===== src/hdl/stt_pkg.sv =====
// shared types, codes and character tables for the source text tokenizer
package stt_pkg;

  localparam int KW_CHARS = 9;
  localparam int FRONT_DEPTH = 2;
  localparam int OUTQ_DEPTH = 4;

  localparam logic [2:0] CLS_KEYWORD  = 3'd0;
  localparam logic [2:0] CLS_RESERVED = 3'd1;
  localparam logic [2:0] CLS_IDENT    = 3'd2;
  localparam logic [2:0] CLS_NUMBER   = 3'd3;
  localparam logic [2:0] CLS_OPER     = 3'd4;
  localparam logic [2:0] CLS_DELIM    = 3'd5;
  localparam logic [2:0] CLS_COMMENT  = 3'd6;
  localparam logic [2:0] CLS_ERROR    = 3'd7;

  typedef enum logic [3:0] {
    K_SPACE, K_ALPHA, K_DIGIT, K_UNDER, K_HASH, K_QUOTE, K_PAIR, K_DELIM, K_OTHER
  } char_kind_t;

  typedef enum logic [2:0] {S_IDLE, S_WORD, S_NUMBER, S_LINE, S_BLOCK} scan_mode_t;

  typedef struct packed {
    logic       mode;
    logic [7:0] text_char;
  } in_item_t;

  typedef struct packed {
    logic [2:0]  token_class;
    logic [31:0] token_start;
    logic [15:0] token_length;
    logic        last_of_run;
  } out_item_t;

  typedef struct packed {
    logic [7:0] ch;
    char_kind_t kind;
  } cchar_t;

  typedef struct packed {
    logic   is_end;
    cchar_t c;
  } fitem_t;

  // words left-justified in 9 bytes
  localparam logic [71:0] RSV_WORDS [7] = '{
    {"pipeline", 8'h0}, {"using", 32'h0}, {"extension"}, {"trait", 32'h0},
    {"assert", 24'h0}, {"module", 24'h0}, {"delegate", 8'h0}
  };

  localparam logic [71:0] KEY_WORDS [22] = '{
    {"int", 48'h0}, {"float", 32'h0}, {"bool", 40'h0}, {"str", 48'h0},
    {"char", 40'h0}, {"if", 56'h0}, {"else", 40'h0}, {"return", 24'h0},
    {"while", 32'h0}, {"elif", 40'h0}, {"for", 48'h0}, {"continue", 8'h0},
    {"break", 32'h0}, {"const", 32'h0}, {"def", 48'h0}, {"true", 40'h0},
    {"false", 32'h0}, {"print", 32'h0}, {"input", 32'h0}, {"with", 40'h0},
    {"chance", 24'h0}, {"value", 32'h0}
  };

  function automatic char_kind_t classify(logic [7:0] c);
    char_kind_t k;
    priority if (c == 8'h20 || (c >= 8'h09 && c <= 8'h0d)) k = K_SPACE;
    else if ((c >= "a" && c <= "z") || (c >= "A" && c <= "Z")) k = K_ALPHA;
    else if (c >= "0" && c <= "9") k = K_DIGIT;
    else if (c == "_") k = K_UNDER;
    else if (c == "#") k = K_HASH;
    else if (c == 8'h22) k = K_QUOTE;
    else if (c == "~" || c == "+" || c == "-" || c == "=" || c == "*" || c == "/" ||
             c == "%" || c == "^" || c == ">" || c == "<" || c == "!" || c == "&" ||
             c == "|") k = K_PAIR;
    else if (c == ";" || c == "," || c == "(" || c == ")" || c == "{" || c == "}" ||
             c == "[" || c == "]" || c == "." || c == 8'h27) k = K_DELIM;
    else k = K_OTHER;
    return k;
  endfunction

  function automatic logic pairs_with(logic [7:0] c, logic [7:0] d);
    logic r;
    if (c == "+" || c == "-") r = (d == c) || (d == "=") || (d >= "0" && d <= "9");
    else if (c == "&" || c == "|") r = (d == c);
    else r = (d == "=");
    return r;
  endfunction

  function automatic logic [2:0] word_class(logic [71:0] key, logic ok);
    logic rsv;
    logic kw;
    rsv = 1'b0;
    kw = 1'b0;
    for (int i = 0; i < 7; i++) rsv = rsv | (key == RSV_WORDS[i]);
    for (int i = 0; i < 22; i++) kw = kw | (key == KEY_WORDS[i]);
    if (ok && rsv) return CLS_RESERVED;
    if (ok && kw) return CLS_KEYWORD;
    return CLS_IDENT;
  endfunction

endpackage


===== src/hdl/source_text_tokenizer.sv =====
// top level of the source text tokenizer
//  channel   handshake          payload
//  item      push / full        mode, text_char
//  token     empty / pop        token_class, token_start, token_length, last_of_run
// one scanner step per cycle while work is waiting and the result queue has room;
// a character closing a run or after two waiting quotes waits for their tokens.
// the scanner step loop in stt_back sets the rate; a two-entry input queue
// and a four-entry result queue absorb stalls on either side.
// synchronous reset returns to position zero with no pending token; no sweep.
module source_text_tokenizer #(
  parameter int WORD_COMPARE_CHARS = 9,
  parameter int POSITION_BITS = 32
) (
  input  logic               clk,
  input  logic               rst,
  input  stt_pkg::in_item_t  item,
  input  logic               push,
  output logic               full,
  output stt_pkg::out_item_t token,
  output logic               empty,
  input  logic               pop
);
  stt_pkg::fitem_t    head;
  logic               avail, take, res_wr, qfull;
  stt_pkg::out_item_t res;

  stt_front u_front (
    .clk(clk), .rst(rst), .item(item), .push(push), .full(full),
    .head(head), .avail(avail), .take(take)
  );

  stt_back #(
    .WORD_COMPARE_CHARS(WORD_COMPARE_CHARS),
    .POSITION_BITS(POSITION_BITS)
  ) u_back (
    .clk(clk), .rst(rst), .head(head), .avail(avail), .take(take),
    .res(res), .res_wr(res_wr), .qfull(qfull)
  );

  stt_outq u_outq (
    .clk(clk), .rst(rst), .wdata(res), .wr(res_wr), .qfull(qfull),
    .token(token), .empty(empty), .pop(pop)
  );
endmodule


===== src/hdl/stt_front.sv =====
// input queue that classifies each character on entry
module stt_front (
  input  logic              clk,
  input  logic              rst,
  input  stt_pkg::in_item_t item,
  input  logic              push,
  output logic              full,
  output stt_pkg::fitem_t   head,
  output logic              avail,
  input  logic              take
);
  stt_pkg::fitem_t mem [stt_pkg::FRONT_DEPTH];
  logic       wptr, rptr;
  logic [1:0] count;
  logic       do_wr, do_rd;

  assign full  = (count == 2'(stt_pkg::FRONT_DEPTH));
  assign avail = (count != 2'd0);
  assign do_wr = push && !full;
  assign do_rd = take && avail;
  assign head  = mem[rptr];

  always_ff @(posedge clk) begin
    if (do_wr) begin
      mem[wptr].is_end <= item.mode;
      mem[wptr].c.ch   <= item.text_char;
      mem[wptr].c.kind <= stt_pkg::classify(item.text_char);
    end
  end

  always_ff @(posedge clk) begin
    if (rst) begin
      wptr  <= 1'b0;
      rptr  <= 1'b0;
      count <= 2'd0;
    end else begin
      if (do_wr) wptr <= ~wptr;
      if (do_rd) rptr <= ~rptr;
      count <= count + 2'(do_wr) - 2'(do_rd);
    end
  end
endmodule


===== src/hdl/stt_outq.sv =====
// result queue in front of the token ports
module stt_outq (
  input  logic               clk,
  input  logic               rst,
  input  stt_pkg::out_item_t wdata,
  input  logic               wr,
  output logic               qfull,
  output stt_pkg::out_item_t token,
  output logic               empty,
  input  logic               pop
);
  stt_pkg::out_item_t mem [stt_pkg::OUTQ_DEPTH];
  logic [1:0] wptr, rptr;
  logic [2:0] count;
  logic       do_wr, do_rd;

  assign qfull = (count == 3'(stt_pkg::OUTQ_DEPTH));
  assign empty = (count == 3'd0);
  assign do_wr = wr && !qfull;
  assign do_rd = pop && !empty;
  assign token = mem[rptr];

  always_ff @(posedge clk) begin
    if (do_wr) mem[wptr] <= wdata;
  end

  always_ff @(posedge clk) begin
    if (rst) begin
      wptr  <= 2'd0;
      rptr  <= 2'd0;
      count <= 3'd0;
    end else begin
      if (do_wr) wptr <= wptr + 2'd1;
      if (do_rd) rptr <= rptr + 2'd1;
      count <= count + 3'(do_wr) - 3'(do_rd);
    end
  end
endmodule


===== src/hdl/stt_back.sv =====
// scanning engine: one step per cycle unless stalled, output via a hold register
module stt_back #(
  parameter int WORD_COMPARE_CHARS = 9,
  parameter int POSITION_BITS = 32
) (
  input  logic               clk,
  input  logic               rst,
  input  stt_pkg::fitem_t    head,
  input  logic               avail,
  output logic               take,
  output stt_pkg::out_item_t res,
  output logic               res_wr,
  input  logic               qfull
);
  localparam int IW = (WORD_COMPARE_CHARS > 1) ? $clog2(WORD_COMPARE_CHARS) : 1;
  localparam int P = POSITION_BITS;

  stt_pkg::scan_mode_t mode, mode_next;
  logic [7:0]     word [WORD_COMPARE_CHARS];
  logic           too_long, too_long_next;
  logic [P-1:0]   run_start, run_start_next;
  logic [15:0]    run_length, run_length_next;
  logic [P-1:0]   text_pos;
  logic [1:0]     qrun, qrun_next;
  stt_pkg::cchar_t la [2];
  logic [1:0]     la_cnt;
  logic           active;
  stt_pkg::cchar_t w [3];
  logic [1:0]     wn;
  logic           wend;
  logic [P-1:0]   wpos;
  stt_pkg::out_item_t hold;
  logic           hold_v;

  stt_pkg::cchar_t v [3];
  stt_pkg::cchar_t va [3];
  logic [1:0]     vn, vn_after, cons;
  logic           vend, brk, emit, done, go;
  logic [P-1:0]   vpos, epos;
  logic [2:0]     ecls, fin_cls;
  logic [15:0]    elen, grown;
  logic [71:0]    key;
  logic           wr_en;
  logic [IW-1:0]  wr_idx;
  logic [7:0]     wr_data;
  logic [1:0]     qinc;

  // operand view: work in flight, or lookahead plus the new character
  always_comb begin
    if (active) begin
      v = w;
      vn = wn;
      vend = wend;
      vpos = wpos;
    end else begin
      v[0] = (la_cnt != 2'd0) ? la[0] : head.c;
      v[1] = (la_cnt == 2'd2) ? la[1] : head.c;
      v[2] = head.c;
      vn = la_cnt + 2'(!head.is_end);
      vend = head.is_end;
      vpos = text_pos - P'(la_cnt);
    end
  end

  always_comb begin
    for (int k = 0; k < stt_pkg::KW_CHARS; k++)
      key[71-8*k -: 8] = (16'(k) < run_length) ? word[k] : 8'h00;
    priority case (mode)
      stt_pkg::S_WORD: fin_cls = stt_pkg::word_class(key,
                  !too_long && run_length <= 16'(stt_pkg::KW_CHARS));
      stt_pkg::S_NUMBER: fin_cls = stt_pkg::CLS_NUMBER;
      default: fin_cls = stt_pkg::CLS_COMMENT;
    endcase
    grown = (run_length == 16'hFFFF) ? run_length : run_length + 16'd1;
    qinc = qrun + 2'd1;
  end

  // next state of the scanner
  always_comb begin
    mode_next = mode;
    too_long_next = too_long;
    run_start_next = run_start;
    run_length_next = run_length;
    qrun_next = qrun;
    cons = 2'd0;
    brk = 1'b0;
    emit = 1'b0;
    ecls = fin_cls;
    epos = vpos;
    elen = 16'd1;
    wr_en = 1'b0;
    wr_idx = run_length[IW-1:0];
    wr_data = v[0].ch;
    if (vn == 2'd0) begin
      if (vend && mode != stt_pkg::S_IDLE) begin
        emit = 1'b1;
        epos = run_start;
        elen = run_length;
        mode_next = stt_pkg::S_IDLE;
      end
    end else begin
      unique case (mode)
        stt_pkg::S_WORD: begin
          if (v[0].kind != stt_pkg::K_ALPHA && v[0].kind != stt_pkg::K_DIGIT &&
              v[0].kind != stt_pkg::K_UNDER) begin
            emit = 1'b1;
            epos = run_start;
            elen = run_length;
            mode_next = stt_pkg::S_IDLE;
          end else begin
            if (32'(run_length) < WORD_COMPARE_CHARS) wr_en = 1'b1;
            else too_long_next = 1'b1;
            run_length_next = grown;
            cons = 2'd1;
          end
        end
        stt_pkg::S_NUMBER: begin
          if (v[0].kind != stt_pkg::K_DIGIT) begin
            emit = 1'b1;
            epos = run_start;
            elen = run_length;
            mode_next = stt_pkg::S_IDLE;
          end else begin
            run_length_next = grown;
            cons = 2'd1;
          end
        end
        stt_pkg::S_LINE: begin
          if (v[0].ch == 8'h0a) begin
            emit = 1'b1;
            epos = run_start;
            elen = run_length;
            mode_next = stt_pkg::S_IDLE;
          end else begin
            run_length_next = grown;
            cons = 2'd1;
          end
        end
        stt_pkg::S_BLOCK: begin
          run_length_next = grown;
          cons = 2'd1;
          qrun_next = (v[0].kind == stt_pkg::K_QUOTE) ? qinc : 2'd0;
          if (v[0].kind == stt_pkg::K_QUOTE && qinc == 2'd3) begin
            emit = 1'b1;
            epos = run_start;
            elen = grown;
            mode_next = stt_pkg::S_IDLE;
          end
        end
        stt_pkg::S_IDLE: begin
          unique case (v[0].kind)
            stt_pkg::K_SPACE: cons = 2'd1;
            stt_pkg::K_HASH: begin
              mode_next = stt_pkg::S_LINE;
              run_start_next = vpos;
              run_length_next = 16'd1;
              cons = 2'd1;
            end
            stt_pkg::K_QUOTE: begin
              if (vn >= 2'd2 && v[1].kind != stt_pkg::K_QUOTE) begin
                emit = 1'b1;
                ecls = stt_pkg::CLS_DELIM;
                cons = 2'd1;
              end else if (vn == 2'd3) begin
                if (v[2].kind == stt_pkg::K_QUOTE) begin
                  mode_next = stt_pkg::S_BLOCK;
                  run_start_next = vpos;
                  run_length_next = 16'd3;
                  qrun_next = 2'd0;
                  cons = 2'd3;
                end else begin
                  emit = 1'b1;
                  ecls = stt_pkg::CLS_DELIM;
                  cons = 2'd1;
                end
              end else if (vend) begin
                emit = 1'b1;
                ecls = stt_pkg::CLS_DELIM;
                cons = 2'd1;
              end else begin
                brk = 1'b1;
              end
            end
            stt_pkg::K_ALPHA: begin
              mode_next = stt_pkg::S_WORD;
              run_start_next = vpos;
              run_length_next = 16'd1;
              too_long_next = 1'b0;
              wr_en = 1'b1;
              wr_idx = '0;
              cons = 2'd1;
            end
            stt_pkg::K_DIGIT: begin
              mode_next = stt_pkg::S_NUMBER;
              run_start_next = vpos;
              run_length_next = 16'd1;
              cons = 2'd1;
            end
            stt_pkg::K_PAIR: begin
              if (vn < 2'd2 && !vend) begin
                brk = 1'b1;
              end else if (vn >= 2'd2 && stt_pkg::pairs_with(v[0].ch, v[1].ch)) begin
                emit = 1'b1;
                ecls = stt_pkg::CLS_OPER;
                elen = 16'd2;
                cons = 2'd2;
              end else begin
                emit = 1'b1;
                ecls = (v[0].ch == "&" || v[0].ch == "|") ? stt_pkg::CLS_ERROR
                                                          : stt_pkg::CLS_OPER;
                cons = 2'd1;
              end
            end
            stt_pkg::K_DELIM: begin
              emit = 1'b1;
              ecls = stt_pkg::CLS_DELIM;
              cons = 2'd1;
            end
            default: begin
              emit = 1'b1;
              ecls = stt_pkg::CLS_ERROR;
              cons = 2'd1;
            end
          endcase
        end
        default: cons = 2'd0;
      endcase
    end
  end

  always_comb begin
    unique case (cons)
      2'd0: va = v;
      2'd1: va = '{v[1], v[2], v[2]};
      2'd2: va = '{v[2], v[2], v[2]};
      default: va = v;
    endcase
    vn_after = vn - cons;
    done = brk || (vn_after == 2'd0 && !(vend && mode_next != stt_pkg::S_IDLE));
    go = (active || avail) && !qfull;
    take = go && !active;
    res = hold;
    res_wr = hold_v && (hold.last_of_run || (go && emit)) && !qfull;
  end

  always_ff @(posedge clk) begin
    if (go && wr_en) word[wr_idx] <= wr_data;
    if (go && !done) begin
      w <= va;
      wn <= vn_after;
      wend <= vend;
      wpos <= vpos + P'(cons);
    end
    if (go && done && !vend) begin
      la[0] <= va[0];
      la[1] <= va[1];
    end
    if (go && emit) begin
      hold.token_class <= ecls;
      hold.token_start <= 32'(epos);
      hold.token_length <= elen;
      hold.last_of_run <= done;
    end else if (go && done && hold_v && !res_wr) begin
      hold.last_of_run <= 1'b1;
    end
  end

  always_ff @(posedge clk) begin
    if (rst) begin
      mode <= stt_pkg::S_IDLE;
      too_long <= 1'b0;
      run_start <= '0;
      run_length <= 16'd0;
      text_pos <= '0;
      qrun <= 2'd0;
      la_cnt <= 2'd0;
      active <= 1'b0;
      hold_v <= 1'b0;
    end else begin
      if (go && emit) hold_v <= 1'b1;
      else if (res_wr) hold_v <= 1'b0;
      if (go) begin
        active <= !done;
        if (done && vend) begin
          mode <= stt_pkg::S_IDLE;
          too_long <= 1'b0;
          run_start <= '0;
          run_length <= 16'd0;
          text_pos <= '0;
          qrun <= 2'd0;
          la_cnt <= 2'd0;
        end else begin
          mode <= mode_next;
          too_long <= too_long_next;
          run_start <= run_start_next;
          run_length <= run_length_next;
          qrun <= qrun_next;
          if (!active && !vend) text_pos <= text_pos + P'(1);
          if (done) la_cnt <= vn_after;
        end
      end
    end
  end

  a_la_cnt: assert property (@(posedge clk) disable iff (rst) la_cnt != 2'd3)
    else $error("lookahead holds more than two characters");
  a_end_clears: assert property (@(posedge clk) disable iff (rst)
    go && done && vend |=> text_pos == '0 && mode == stt_pkg::S_IDLE && la_cnt == 2'd0)
    else $error("end of text did not restart the scanner");
  a_len_nonzero: assert property (@(posedge clk) disable iff (rst)
    hold_v |-> hold.token_length != 16'd0)
    else $error("token of zero length");
  a_no_lost_hold: assert property (@(posedge clk) disable iff (rst)
    go && emit && hold_v |-> res_wr)
    else $error("held token overwritten before it was queued");
endmodule

===== config.mk =====
export PLATFORM = sky130hd
export DESIGN_NAME = source_text_tokenizer
export DESIGN_NICKNAME = d
export VERILOG_FILES = /design/src/hdl/stt_pkg.sv /design/src/hdl/source_text_tokenizer.sv /design/src/hdl/stt_front.sv /design/src/hdl/stt_outq.sv /design/src/hdl/stt_back.sv
export SDC_FILE = /design/constraint.sdc
export NUM_CORES = 1
export LEC_CHECK = 0
export BUFFER_PORTS_ARGS = -buffer_cell sky130_fd_sc_hd__buf_4
export CORE_ASPECT_RATIO = 1.1
export CORE_MARGIN = 2
export CORE_UTILIZATION = 38
export DETAILED_ROUTE_END_ITERATION = 7
export GPL_TIMING_DRIVEN = 0
export PLACE_DENSITY_LB_ADDON = 0.1
export SKIP_LAST_GASP = 1
export SLEW_MARGIN = 20
export SYNTH_ARGS = -nofsm -noshare
export SYNTH_HDL_FRONTEND = slang
export SYNTH_SLANG_ARGS = --single-unit
export TNS_END_PERCENT = 30

===== constraint.sdc =====
create_clock -name clk -period 16.1 [get_ports clk]
set_clock_uncertainty 0.1 [all_clocks]
set_input_delay 3.22 -clock clk [delete_from_list [all_inputs] [get_ports clk]]
set_output_delay 3.22 -clock clk [all_outputs]
set_load 0.02 [all_outputs]

# Word level (Yosys, flattened, before mapping)
# Memories as Yosys holds them, arrays and structs flattened. A register that Yosys moved wholly into a read port is not among the register bits.
# Index checks and enable logic that the tools add are counted.
dict set report word_totals {
  regBits 224
  latchBits 0
  ram_bits 330
  rom_bits 0
  inputBits 13
  wordCells 472
  mem_count 4
}
# name words width rd rd_ports_with_merged_regs write_ports line
set mem_list {}
lappend mem_list {u_outq.mem 4 52 1 1 1 stt_outq.sv:12} ;# stt_pkg::out_item_t mem [stt_pkg::OUTQ_DEPTH];
lappend mem_list {u_back.word 9 8 9 0 1 stt_back.sv:19} ;# logic [7:0] word [WORD_COMPARE_CHARS];
lappend mem_list {u_front.mem 2 13 1 1 1 stt_front.sv:12} ;# stt_pkg::fitem_t mem [stt_pkg::FRONT_DEPTH];
lappend mem_list {u_back.la 2 12 2 0 2 stt_back.sv:25} ;# stt_pkg::cchar_t la [2];
dict set report op_classes {
  addsub 13
  n_mul 0
  div 0
  order_cmp 23
  n_eq_ne 103
  shift 0
  mux 172
  bitwise_logic 29
  reduce_logical 100
}
# cell count
set op_table {}
lappend op_table {{== test 72 x 71 -> 1 bit, second input constant} 29}
lappend op_table {{2-to-1 mux 32 bit} 15}
lappend op_table {{2-to-1 mux 16 bit} 17}
lappend op_table {{== test 8 x 6 -> 1 bit, second input constant} 23}
lappend op_table {{case mux 16 bit (5 select lines)} 2}
lappend op_table {{case mux 32 bit (4 select lines)} 1}
lappend op_table {{== test 8 x 7 -> 1 bit, second input constant} 9}
lappend op_table {{2-to-1 mux 8 bit} 9}
lappend op_table {{case mux 36 bit (2 select lines)} 1}
lappend op_table {{2-to-1 mux 3 bit} 22}
lappend op_table {{less-than comparator 3 x 16 -> 1 bit, first input constant} 4}
lappend op_table {{case mux 32 bit (2 select lines)} 1}
lappend op_table {{2-to-1 mux 1 bit} 56}
lappend op_table {{2-to-1 mux 4 bit} 12}
lappend op_table {{2-to-1 mux 2 bit} 20}
lappend op_table {{2-to-1 mux 36 bit} 1}
lappend op_table {{logical AND 1 bit} 34}
lappend op_table {{adder 32 x 1 -> 32 bit, second input constant} 1}
lappend op_table {{adder 32 x 2 -> 32 bit} 1}
lappend op_table {{less-than comparator 1 x 16 -> 1 bit, first input constant} 2}
lappend op_table {{less-than comparator 2 x 16 -> 1 bit, first input constant} 2}
lappend op_table {{case mux 16 bit (2 select lines)} 1}
lappend op_table {{subtractor 32 x 2 -> 32 bit} 1}
lappend op_table {{logical OR 1 bit} 30}
lappend op_table {{other kinds (61)} 146}

# Longest topological paths before layout
dict set report logic_depth {
  word_depth 37
  ltp_mapped 25
}

# Modules after synthesis
# From an unflattened synthesis, not the netlist that was laid out.
dict set report unflattened {
  hier_cells 2197
  area_unflattened_um2 26496.7
}
# mod n_inst cells_per_inst area_each_um2 seq_area_each_um2
set modules_own_cells {}
lappend modules_own_cells {stt_back 1 1756 16963.8 8378.0}
lappend modules_own_cells {stt_outq 1 323 8032.7 6426.2}
lappend modules_own_cells {stt_front 1 118 1500.2 880.8}

# Worst setup path before layout
# Ideal clock, no wire load.
dict set report synth_path {
  path_kind {register to register}
  startpoint {register u_back.la_cnt[0]}
  endpoint {memory u_outq.mem[0][0] (netlist name) (enable)}
  arrival_ps 5672
  slack_ps 9913
  path_stages_with_launch 15
  n_path_buf 1
  period_less_slack_ps 6187
  path_cell_list {dfxtp_1 -> buf_2 -> or3_1 -> o221ai_1 -> nor3b_1 -> a41oi_1 -> nor4_1 -> nor2b_1 -> o21ai_1 -> or2_2 -> nand2_1 -> inv_1 -> o211ai_1 -> inv_1 -> and2_1}
}
# item line
set synth_lines {}
lappend synth_lines {{start: declaration} stt_back.sv:26} ;# logic [1:0] la_cnt;
lappend synth_lines {{start signal: assignment} stt_back.sv:299} ;# if (done) la_cnt <= vn_after;
lappend synth_lines {{end: declaration} stt_outq.sv:12}

# Worst setup path after layout
dict set report layout_path {
  startpoint {register u_back.active}
  endpoint {register u_back.wpos[30] (data pin)}
}
dict set report layout_between {
  elab_chain_len 16
}
# item line
set layout_rtl {}
lappend layout_rtl {{start: declaration} stt_back.sv:27} ;# logic active;
lappend layout_rtl {{start signal: assignment} stt_back.sv:283} ;# active <= !done;
lappend layout_rtl {{2-to-1 mux 36 bit} stt_back.sv:50} ;# if (active) begin
lappend layout_rtl {{greater-or-equal comparator 8 x 6 -> 1 bit, or another cell as far along} stt_pkg.sv:79} ;# if (c == "+" || c == "-") r = (d == c) || (d == "=") || (d >= "0" && d <= "9");
lappend layout_rtl {{logical AND 1 bit, or another cell as far along} stt_pkg.sv:79}
lappend layout_rtl {{logical OR 1 bit or 2-to-1 mux 1 bit (tied branches)} {stt_pkg.sv:79, stt_pkg.sv:80}}
lappend layout_rtl {{2-to-1 mux 1 bit} stt_pkg.sv:79}
lappend layout_rtl {{2-to-1 mux 1 bit} stt_back.sv:200} ;# if (vn < 2'd2 && !vend) begin
lappend layout_rtl {{2-to-1 mux 1 bit} stt_back.sv:151} ;# unique case (v[0].kind)
lappend layout_rtl {{2-to-1 mux 1 bit} stt_back.sv:102} ;# unique case (mode)
lappend layout_rtl {{2-to-1 mux 1 bit} stt_back.sv:94} ;# if (vn == 2'd0) begin
lappend layout_rtl {{logical AND 1 bit} stt_back.sv:202} ;# end else if (vn >= 2'd2 && stt_pkg::pairs_with(v[0].ch, v[1].ch)) begin
lappend layout_rtl {{2-to-1 mux 2 bit} stt_back.sv:202}
lappend layout_rtl {{2-to-1 mux 2 bit} stt_back.sv:200}
lappend layout_rtl {{case mux 2 bit (2 select lines)} stt_back.sv:151}
lappend layout_rtl {{case mux 2 bit (5 select lines)} stt_back.sv:102}
lappend layout_rtl {{2-to-1 mux 2 bit} stt_back.sv:94}
lappend layout_rtl {{adder 32 x 2 -> 32 bit *} stt_back.sv:252} ;# wpos <= vpos + P'(cons);
lappend layout_rtl {{end signal: assignment} stt_back.sv:252}
lappend layout_rtl {{end: declaration} stt_back.sv:31} ;# logic [P-1:0] wpos;
# Every way passes the cells marked *; elsewhere a longest branch is shown, timed or not. The select of a mux whose other input is x is not followed.
# A chain may end at the register's enable or synchronous reset.

==> impl_results.md <==
* Post-synthesis cell count at 2,243
* Fin crit period at 8.02 ns
* Avg Cell Area, Syn at 12.0 sq um
* DP HPWL at about 56,000 um
* Fmax at about 120 MHz
* Met3 wire length at 3570 um
* GRT Overall Usage at 20.9%
* Post-synth EDFFs at 453
* Final instance area at 0.0307 sq mm
* Number of global-route vias before repair at roughly 19,000
* DR WL/cell at 22.7 um
* Leakage power figure at between 0.01 and 0.015 uW
* First-pass GRT wire length at 117,000 um
* Hold Vio Cnt, Final at 0
* CTS tree: built
* WP data arrival at approximately 8.3 ns
* Sequential cell area at 0.0157 sq mm
* Synth Register Bits at ~560
* Number of nets with antenna violations after routing at 0
* Share of cells above drive strength 1 at 14.2%
* Synthesized net count at 2,281
* Critical path class: register to register
* Worst R2R Setup Slack at 8.08 ns
* Vias at 19,200
* # H-tree levels at 2
* Yosys warnings at 0
* Commonest register cell after synthesis: edfxtp_1
* Total wire length at 76,400 um
* Crit path required time at around 16 ns
* Pin count of the biggest net entering global routing at 53
* Die X at 257 um
* Max-cap check violation count at 0
* Placer Congestion at slightly above 0.9
* WHS at about 0.36 ns
* Post-synth ARST share at 0%
* DR iter-0 viols at 1,599
* Worst-Skew Late Latency at ~0.64 ns
* Num rows at around 100
* Leading area contributor after synthesis: edfxtp_1
* FF-to-FF path depth at 18
* Worst r2r src: u_back.active$_SDFFE_PP0P_
* Post-place instance area at 0.0287 sq mm
* Most common cell in the netlist: edfxtp_1
* Fill cell count at 6,608
* Power per cell area at 192 mW/mm^2
* CP Capture Type: register
* Worst vdd ir at 106 uV
* Synth top cells by count: edfxtp_1, nand2_1, nor2_1
* RSZ-0062 raised after global routing: no
* Clock Sinks at 557
* Total negative slack at 0 ns
* Drt pass-1 iters at 6
* IO Count at 67
* Routed wl met2 at roughly 38,000 um
* RR Endpoint: u_back.wpos[30]$_DFFE_PP_
* DR DRC count at 0
* Synth top area share at 50.7%
* Status: completed
* Finished Layout Cells at 3,365
* Layout net count at 2,415
* Die area at 0.0727 sq mm
* Clock Path Buffers at 3
* Relative slew slack at between 20 and 30%
* Top layer in use: met4
* M1 WL at 31,600 um
* Register area share after synthesis at 58.5%
* Area of the multi-input gates at ~0.010 sq mm
* Num CTS Buffers at between 50 and 60
* Critical Path Start Type: register
* Total setup buffers inserted after CTS at 0
* Core area at about 0.07 sq mm
* Initial antenna violation count at 2
* Final Max Slew Viols at 0
* Chip height at 283 um
* Area growth syn-to-layout at 14.3%
* Hold Buf Count CTS at 0
* Max FO, Critical Path at 10
* Hold path depth at 1
* Post-synth cell types at 90
* Inst Count DP at 3,252
* Min-delay src: u_back.run_start[20]$_SDFFE_PP0P_
* Top post-synthesis cells by area: edfxtp_1, dfxtp_1, mux4_2, nand2_1, nor2_1
* Worst-path clk slew at 0.06 ns
* Final setup violation count at 0
* Port bufs at 65
* Root Buffer: clkbuf_16
* Post-synthesis instance area at around 0.027 sq mm
* Worst-Margin Slew at 1.08 ns
* Post-cts resize count at 0
* Hold WC Path Type: register to register
* Period utilization at between 40% and 50%
* Endpoint, Worst Hold: u_back.run_start[20]$_SDFFE_PP0P_
* Vias per std cell at 5.69
* Initial Util at 38.2%
* Gr ovfl total at 0
## per-layer routing
layer	GRT usage [%]	up-vias
met4	8.30	0
met5	0	-
li1	-	8945
met2	36.4	578
met1	26.4	9495
met3	2.80	144
## through the flow
stage	utilization, %	total power (uW)	setup WS (ns)
after CTS	43.7	5950	8.15
after global placement	40.6	4530	5.81
after detailed placement	41.0	4590	8.19
after global routing	43.7	6210	7.80
final	43.7	5880	8.08
after floorplan	-	3710	9.91
## critical path, cell delays in order, from the launching register on
cell,delay (ns)
dfxtp_1,0.39
buf_2,0.24
inv_2,0.22
buf_1,0.65
buf_1,0.71
clkbuf_1,0.71
buf_1,0.72
buf_1,0.74
nor2_1,0.10
a21oi_1,0.41
ha_1,0.28
inv_1,0.06
fa_1,0.43
nor4_1,0.65
nand2_1,0.31
or3_1,0.43
buf_2,0.17
nor4_2,0.30
xnor2_1,0.09
## area by class of cell
cell class,count,share of cell area [%]
Buffer,134,1.94
Inverter,53,0.665
Multi-Input combinational cell,1499,34.0
Sequential cell,557,51.1
Tap cell,936,3.82
Clock buffer,79,5.36
Clock inverter,33,0.893
Antenna cell,1,0.00816
Timing Repair Buffer,73,2.15
## layout by cell type (no fill, tap or decap), types with 41 or more instances in the layout
| cell | Yosys | layout |
|---|---|---|
| edfxtp_1 | 453 | 453 |
| nand2_1 | 178 | 178 |
| nor2_1 | 158 | 156 |
| o21ai_0 | 109 | 109 |
| a21oi_1 | 108 | 108 |
| dfxtp_1 | 104 | 104 |
| clkbuf_1 | 81 | 94 |
| nand3_1 | 79 | 79 |
| buf_4 | 3 | 69 |
| nor3_1 | 68 | 65 |
| clkbuf_16 | 0 | 61 |
| mux4_2 | 52 | 52 |
| inv_1 | 51 | 49 |
| xnor2_1 | 44 | 44 |
| or3_1 | 43 | 43 |
| mux2i_1 | 41 | 41 |
## power breakdown
part           leakage, uW  internal, uW  total, uW  switching [uW]
Combinational      0.00410           730       2260            1530
Sequential         0.00499          2140       2280             136
Clock             0.000922           754       1340             584
## logic make-up (layout without fill, tap and decap cells)
| kind of cell | count (synthesis) | count (layout) | share of synthesized area (%) |
|---|---|---|---|
| multiplexers | 132 | 132 | 7.54 |
| buffers and inverters | 187 | 372 | 2.96 |
| AO/OA/AOI/OAI | 475 | 475 | 12.0 |
| XOR/XNOR | 75 | 75 | 2.45 |
| adder cells (fa/ha/maj) | 25 | 25 | 1.25 |
| other | 0 | 1 | 0 |
| flip-flops | 557 | 557 | 58.5 |
| AND/OR/NAND/NOR | 792 | 792 | 15.4 |
## worst max-delay path by stage
stage                                       start                           to  slack (ns)  cells after the start
floorplan           u_back.la_cnt[0]$_SDFFE_PP0P_   u_outq.mem[0][0]$_DFFE_PP_        9.91                     14
global placement    u_back.la_cnt[0]$_SDFFE_PP0P_  u_outq.mem[0][24]$_DFFE_PP_        5.81                     14
detailed placement     u_back.active$_SDFFE_PP0P_    u_back.wpos[30]$_DFFE_PP_        8.19                     18
CTS                    u_back.active$_SDFFE_PP0P_    u_back.wpos[30]$_DFFE_PP_        8.15                     18
global route           u_back.active$_SDFFE_PP0P_    u_back.wpos[30]$_DFFE_PP_        7.80                     18
finish                 u_back.active$_SDFFE_PP0P_    u_back.wpos[30]$_DFFE_PP_        8.08                     18
## registers in the layout (all words and copies together), names as in the netlist, 3 cells and up, named ones only
signal             cells
u_outq.mem           208
u_back.word           72
u_back.res            52
u_back.w              36
u_back.run_start      32
u_back.text_pos       32
u_back.wpos           32
u_front.mem           26
u_back.la             24
u_back.run_length     16
u_back.mode            3
u_outq.count           3
(Power assumes the default switching activity.)
